<file path="src/hdl/lxc_pkg.sv">
// Shared types, constants and constant functions for the LCG XOR stream cipher.
package lxc_pkg;

    localparam logic [31:0] LCG_MUL    = 32'd1103515245;
    localparam logic [31:0] LCG_ADD    = 32'd12345;
    localparam logic [31:0] SEED_MUL   = 32'd31;
    localparam int          SKIP_COUNT = 8;
    localparam int          MAX_KEY_BYTES = 16;
    localparam int          WORD_BYTES = 8;

    localparam int CFG_INDEX_W = 2;
    localparam int CFG_DATA_W  = 64;

    localparam logic [CFG_INDEX_W-1:0] REG_KEY_HIGH = 2'd0;
    localparam logic [CFG_INDEX_W-1:0] REG_KEY_LOW  = 2'd1;
    localparam logic [CFG_INDEX_W-1:0] REG_ENABLE   = 2'd2;

    typedef struct packed {
        logic [7:0]  data_byte;
        logic [63:0] sequence_number;
        logic        first_of_message;
        logic        last_of_message;
    } in_t;

    typedef struct packed {
        logic [7:0] out_byte;
        logic       last_out;
    } out_t;

    // Settings seen by the datapath
    typedef struct packed {
        logic [31:0] key_seed;
        logic        enable;
    } cfg_t;

    typedef struct packed {
        logic [31:0] mul;
        logic [31:0] add;
    } affine_t;

    // 31^n mod 2^32
    function automatic logic [31:0] seed_pow(input int n);
        logic [31:0] p;
        p = 32'd1;
        for (int i = 0; i < MAX_KEY_BYTES; i++)
        begin
            if (i < n)
                p = p * SEED_MUL;
        end
        return p;
    endfunction

    // Contribution of one 64-bit key word (bytes base..base+7) to the folded seed
    function automatic logic [31:0] key_fold(input logic [63:0] word, input int base,
                                             input int nbytes);
        logic [31:0] acc;
        logic [7:0]  kb;
        acc = '0;
        for (int j = 0; j < WORD_BYTES; j++)
        begin
            kb = word[63 - 8*j -: 8];
            if (base + j < nbytes)
                acc = acc + seed_pow(nbytes - 1 - base - j) * {24'd0, kb};
        end
        return acc;
    endfunction

    // Affine map for the skip plus the first keystream step
    function automatic affine_t lcg_jump(input int steps);
        affine_t t;
        t.mul = 32'd1;
        t.add = 32'd0;
        for (int i = 0; i < SKIP_COUNT + 1; i++)
        begin
            if (i < steps)
            begin
                t.mul = t.mul * LCG_MUL;
                t.add = t.add * LCG_MUL + LCG_ADD;
            end
        end
        return t;
    endfunction

    localparam affine_t FIRST_JUMP = lcg_jump(SKIP_COUNT + 1);

endpackage

</file>
<file path="src/hdl/lxc_core.sv">
// Request pipeline: input register, generator step and result register.
module lxc_core (
    input  logic           clk,
    input  logic           rst_n,
    input  lxc_pkg::cfg_t  cfg,
    input  logic           in_valid,
    output logic           in_stall,
    input  lxc_pkg::in_t   in_data,
    output logic           out_valid,
    input  logic           out_stall,
    output lxc_pkg::out_t  out_data
);

    logic          s1_valid_reg, s1_valid_next;
    lxc_pkg::in_t  s1_item_reg;
    logic          out_valid_reg, out_valid_next;
    lxc_pkg::out_t out_item_reg;
    logic [31:0]   lcg_state_reg, lcg_state_next;

    logic          out_free;
    logic          s1_adv;
    logic          in_accept;
    logic [31:0]   step_x;
    logic [31:0]   step_mul;
    logic [31:0]   step_add;
    logic [31:0]   step_state;
    lxc_pkg::out_t result;

    assign out_free  = !out_valid_reg || !out_stall;
    assign s1_adv    = s1_valid_reg && out_free;
    assign in_stall  = s1_valid_reg && !out_free;
    assign in_accept = in_valid && !in_stall;

    // First byte: seed, skip and first step fold into one affine map
    always_comb
    begin
        if (s1_item_reg.first_of_message)
        begin
            step_x   = cfg.key_seed ^ s1_item_reg.sequence_number[31:0]
                       ^ s1_item_reg.sequence_number[63:32];
            step_mul = lxc_pkg::FIRST_JUMP.mul;
            step_add = lxc_pkg::FIRST_JUMP.add;
        end
        else
        begin
            step_x   = lcg_state_reg;
            step_mul = lxc_pkg::LCG_MUL;
            step_add = lxc_pkg::LCG_ADD;
        end
        step_state = 32'(step_mul * step_x) + step_add;
    end

    always_comb
    begin
        result.last_out = s1_item_reg.last_of_message;
        if (cfg.enable)
            result.out_byte = s1_item_reg.data_byte ^ step_state[7:0];
        else
            result.out_byte = s1_item_reg.data_byte;
    end

    assign lcg_state_next = (s1_adv && cfg.enable) ? step_state : lcg_state_reg;
    assign s1_valid_next  = in_stall ? s1_valid_reg : in_valid;
    assign out_valid_next = out_free ? s1_valid_reg : out_valid_reg;

    always_ff @(posedge clk or negedge rst_n)
    begin
        if (!rst_n)
        begin
            s1_valid_reg  <= 1'b0;
            out_valid_reg <= 1'b0;
            lcg_state_reg <= '0;
        end
        else
        begin
            s1_valid_reg  <= s1_valid_next;
            out_valid_reg <= out_valid_next;
            lcg_state_reg <= lcg_state_next;
        end
    end

    always_ff @(posedge clk)
    begin
        if (in_accept)
            s1_item_reg <= in_data;
        if (s1_adv)
            out_item_reg <= result;
    end

    assign out_valid = out_valid_reg;
    assign out_data  = out_item_reg;

endmodule

</file>
<file path="config.mk">
export PLATFORM = sky130hd
export DESIGN_NAME = lxc_core
export DESIGN_NICKNAME = d
export VERILOG_FILES = /design/src/hdl/lxc_pkg.sv /design/src/hdl/lxc_core.sv
export SDC_FILE = /design/constraint.sdc
export NUM_CORES = 1
export LEC_CHECK = 0
export ABC_CLOCK_PERIOD_IN_PS = 6190
export BUFFER_PORTS_ARGS = -buffer_cell sky130_fd_sc_hd__buf_2
export CORE_ASPECT_RATIO = 0.6
export CORE_MARGIN = 3
export CORE_UTILIZATION = 46
export DETAILED_ROUTE_END_ITERATION = 12
export PLACE_DENSITY = 0.8
export SLEW_MARGIN = 25
export SYNTH_ARGS = -nofsm -noshare
export SYNTH_HDL_FRONTEND = slang
export SYNTH_SLANG_ARGS = --single-unit
export TNS_END_PERCENT = 50
</file>
<file path="constraint.sdc">
create_clock -name clk -period 6.19 [get_ports clk]
set_input_delay 0.619 -clock clk [delete_from_list [all_inputs] [get_ports clk]]
set_output_delay 0.619 -clock clk [all_outputs]
set_load 0.005 [all_outputs]
</file>
==> summary.txt <==
Yosys
  • Cells after Synth: 168
  • EDFF count, synth: 35
  • Syn. warnings: 0
  • Asr flop ratio synth: 0.222
  • Seq/Total Area, Yosys: 0.530
  • Synthesized net count: between 300 and 400
  • Mapped Area: 2450 um^2
  • Most used DFF post-synth: edfxtp_1
  • Synth cell types: 24
  • Synthesized area per cell: 14.6 um^2
  • Register bit total from synthesis: 45

Drt
  • Starting DRC count in detailed routing: a little over 80
  • Pre-Repair DR Iteration Count: 4
  • Via density: 4.71
  • Drt drc: 0
  • Routed len/inst: 13.5 um
  • Routed WL: between 3 and 4 mm
  • Total number of vias: 1353
  • Antenna-violating nets left: 0

Final layout
  • Multi-input gate area: 1060 um^2
  • Fin util: 0.591
  • Inserted Diodes: 0
  • Largest register FFs: 25
  • Post-route design area: 2870 um^2
  • Fraction of layout cells with a size suffix above 1: 0.321
  • Register area: around 1300 um^2
  • Final #Nets: 361
  • Area growth syn-to-layout: 16.7%
  • # fillers: 420

CTS
  • CTS sink cnt: 45
  • Clk pin slew, worst setup/hold paths: 0.08 ns
  • CTS tree: built
  • Clk_lat worst skew: between 0.2 and 0.3 ns
  • Clock root cell: clkbuf_8
  • Clock buffer depth: 2
  • Cts bufs inserted: 5
  • # Post-CTS Setup Buffers: 0
  • Post-cts sizing count: 0
  • # hold bufs at CTS: 0
  • H-tree depth: 2

Global route
  • Vias in the first global route: approximately 1400
  • Pin count of the biggest net entering global routing: 27
  • Met2 Use GR: 0.210
  • Grt met1 use: 0.193
  • Most Crowded Layer GR: met2
  • Grt ovf: 0
  • First-pass GRT wire length: 6.62 mm
  • Overall Global Routing Usage: 0.136
  • Initial antenna violation count: 0
  • Met3 Usage GRT: 0.0346

STA
  • Final WS setup: 0.729 ns
  • Final worst clock skew: 0.00605 ns
  • Setup TNS Final: 0 ns
  • Slew Viols, Final: 0
  • Setup violations, final: 0
  • Slew headroom: 0.603
  • Period utilisation layout: 0.882
  • Worst slew pin tran: 0.595 ns
  • Final Hold Viols: 0
  • FMAX: 183 MHz
  • Tmin final: about 5.5 ns
  • RSZ-0062 raised after global routing: no

Critical path
  • CP max stage delay: ~0.66 ns
  • Most common cell on crit path: ha_1
  • CP Launch Type: flop
  • Slowest stage cell on the critical path: edfxtp_1
  • Largest fanout on the critical path: 8
  • Crit path kind: flop to flop
  • CP Cell Sequence: buf_4, mux2_2, ha_1, inv_1, fa_1, fa_1, inv_1, ha_1, ha_1, ha_1, fa_1, ha_1, a21oi_1, xnor2_1, xnor3_1, nand2_1, xnor2_1
  • Crit path arrival time: 5.51 ns
  • CP required: between 6 and 7 ns
  • Kind of end point of the critical path: flop

Placement
  • IO Port Bufs: 49
  • Pre-CTS setup slack: 0.461 ns
  • Placed Area: 2770 um^2
  • RePlAce Congestion: between 0.7 and 0.8
  • Post-DP HPWL: 3.11 mm

Power
  • Power Density: roughly 720 nW/um^2
  • Worst VDD drop: 480 uV
  • P_leak: 0.00130 uW

Die
  • Die area: 6280 um^2
  • Die Width: 100 um
  • I/O pin count: 122
  • CORE AREA: about 4800 um^2
  • Die Y: 62.6 um
  • Row Count: 19
  • Initial core utilization: 0.506

Worst hold path
  • Hold Crit Class: input pin to async pin

Run status
  • Status: finished clean

Flow run
  • Max-cap check violation count: 0
[cell families (layout without fill, tap and decap cells)]
family          Yosys count  count (layout)  share of synthesized area
compound gates            6               6                     0.0148
xor+xnor                 34              34                      0.151
buf+inv                  23              79                     0.0398
flops                    45              45                      0.530
simple gates             19              19                     0.0357
mux                      14              14                     0.0729
fa+ha+maj                27              27                      0.156
[cell usage in the layout (no fill, tap or decap), types with 2 or more instances in the layout]
cell and instances:
buf_2 49, edfxtp_1 35, xnor2_1 27, inv_1 21
ha_1 21, mux2_2 11, nand2_1 11, dfrtp_1 10
fa_1 6, clkbuf_8 6, xor3_1 3, nor2b_1 2
a21oi_1 2, mux2i_4 2, a21o_1 2, xor2_1 2
xnor3_1 2, nand2b_1 2
[metrics by stage]
stage,hold slack [ns],total power [uW],instances
after floorplan,0.323,1600,168
after global placement,0.408,1860,279
after detailed placement,0.410,1880,279
after CTS,0.179,2070,287
after global routing,0.175,2260,287
final,0.178,2060,287
[worst paths after layout]
path | startpoint | cells past startpoint | slack [ns] | end
max in group asynchronous | rst_n | 1 | 5.81 | lcg_state_reg[1]
min in group clk | result[0] | 0 | 0.43 | out_data[0]
hold reg to reg | result[0] | 0 | 0.43 | out_data[0]
setup reg to reg | s1_item_reg[1] | 17 | 0.73 | out_data[8]
hold / removal | rst_n | 1 | 0.18 | out_valid
setup / recovery | s1_item_reg[1] | 17 | 0.73 | out_data[8]
[synth_stat cells, types with 2 or more instances]
cell      instances  share of area
a21o_1            2         0.0061
a21oi_1           2         0.0041
and2_1            2         0.0051
dfrtp_1          10           0.10
edfxtp_1         35           0.43
fa_1              6          0.049
ha_1             21           0.11
inv_1            21          0.032
mux2_2           11          0.050
mux2i_4           2          0.018
nand2_1          11          0.017
nand2b_1          2         0.0051
nor2b_1           2         0.0051
xnor2_1          27          0.096
xnor3_1           2          0.018
xor2_1            2         0.0071
xor3_1            3          0.029
[area by class of cell]
class | count | share of cell area
clock buffers | 6 | 0.0288
clock inverters | 2 | 0.00480
inverters | 21 | 0.0275
multi-input cells | 100 | 0.369
flip-flops and latches | 45 | 0.454
well taps | 63 | 0.0275
repair buffers | 50 | 0.0882
[routing by layer]
| metal | vias to the layer above | wire [um] |
|---|---|---|
| met5 | - | 0 |
| met4 | 0 | 23 |
| met3 | 2 | 243 |
| met2 | 40 | 1740 |
| met1 | 633 | 1870 |
| li1 | 678 | - |
[power by group]
part	switching (uW)	internal (uW)	total, uW	leakage (uW)
Clock	96.6	90.5	187	0.0000512
Combinational	659	759	1420	0.000792
Sequential	31.4	427	459	0.000452
Total	787	1280	2060	0.00130
[worst max-delay path: cells and delay by family, from the launching register on]
family                     cells  cell delay [ns]
AOI/OAI and AO/OA              1             0.18
and+or+nand+nor                1             0.10
DFF                            1             0.66
muxes                          1             0.37
adders and majority gates      8             2.91
xor gates and xnor gates       3             0.62
buffers and inverters          3             0.38
Note: power is estimated with default switching activity, not from simulation.
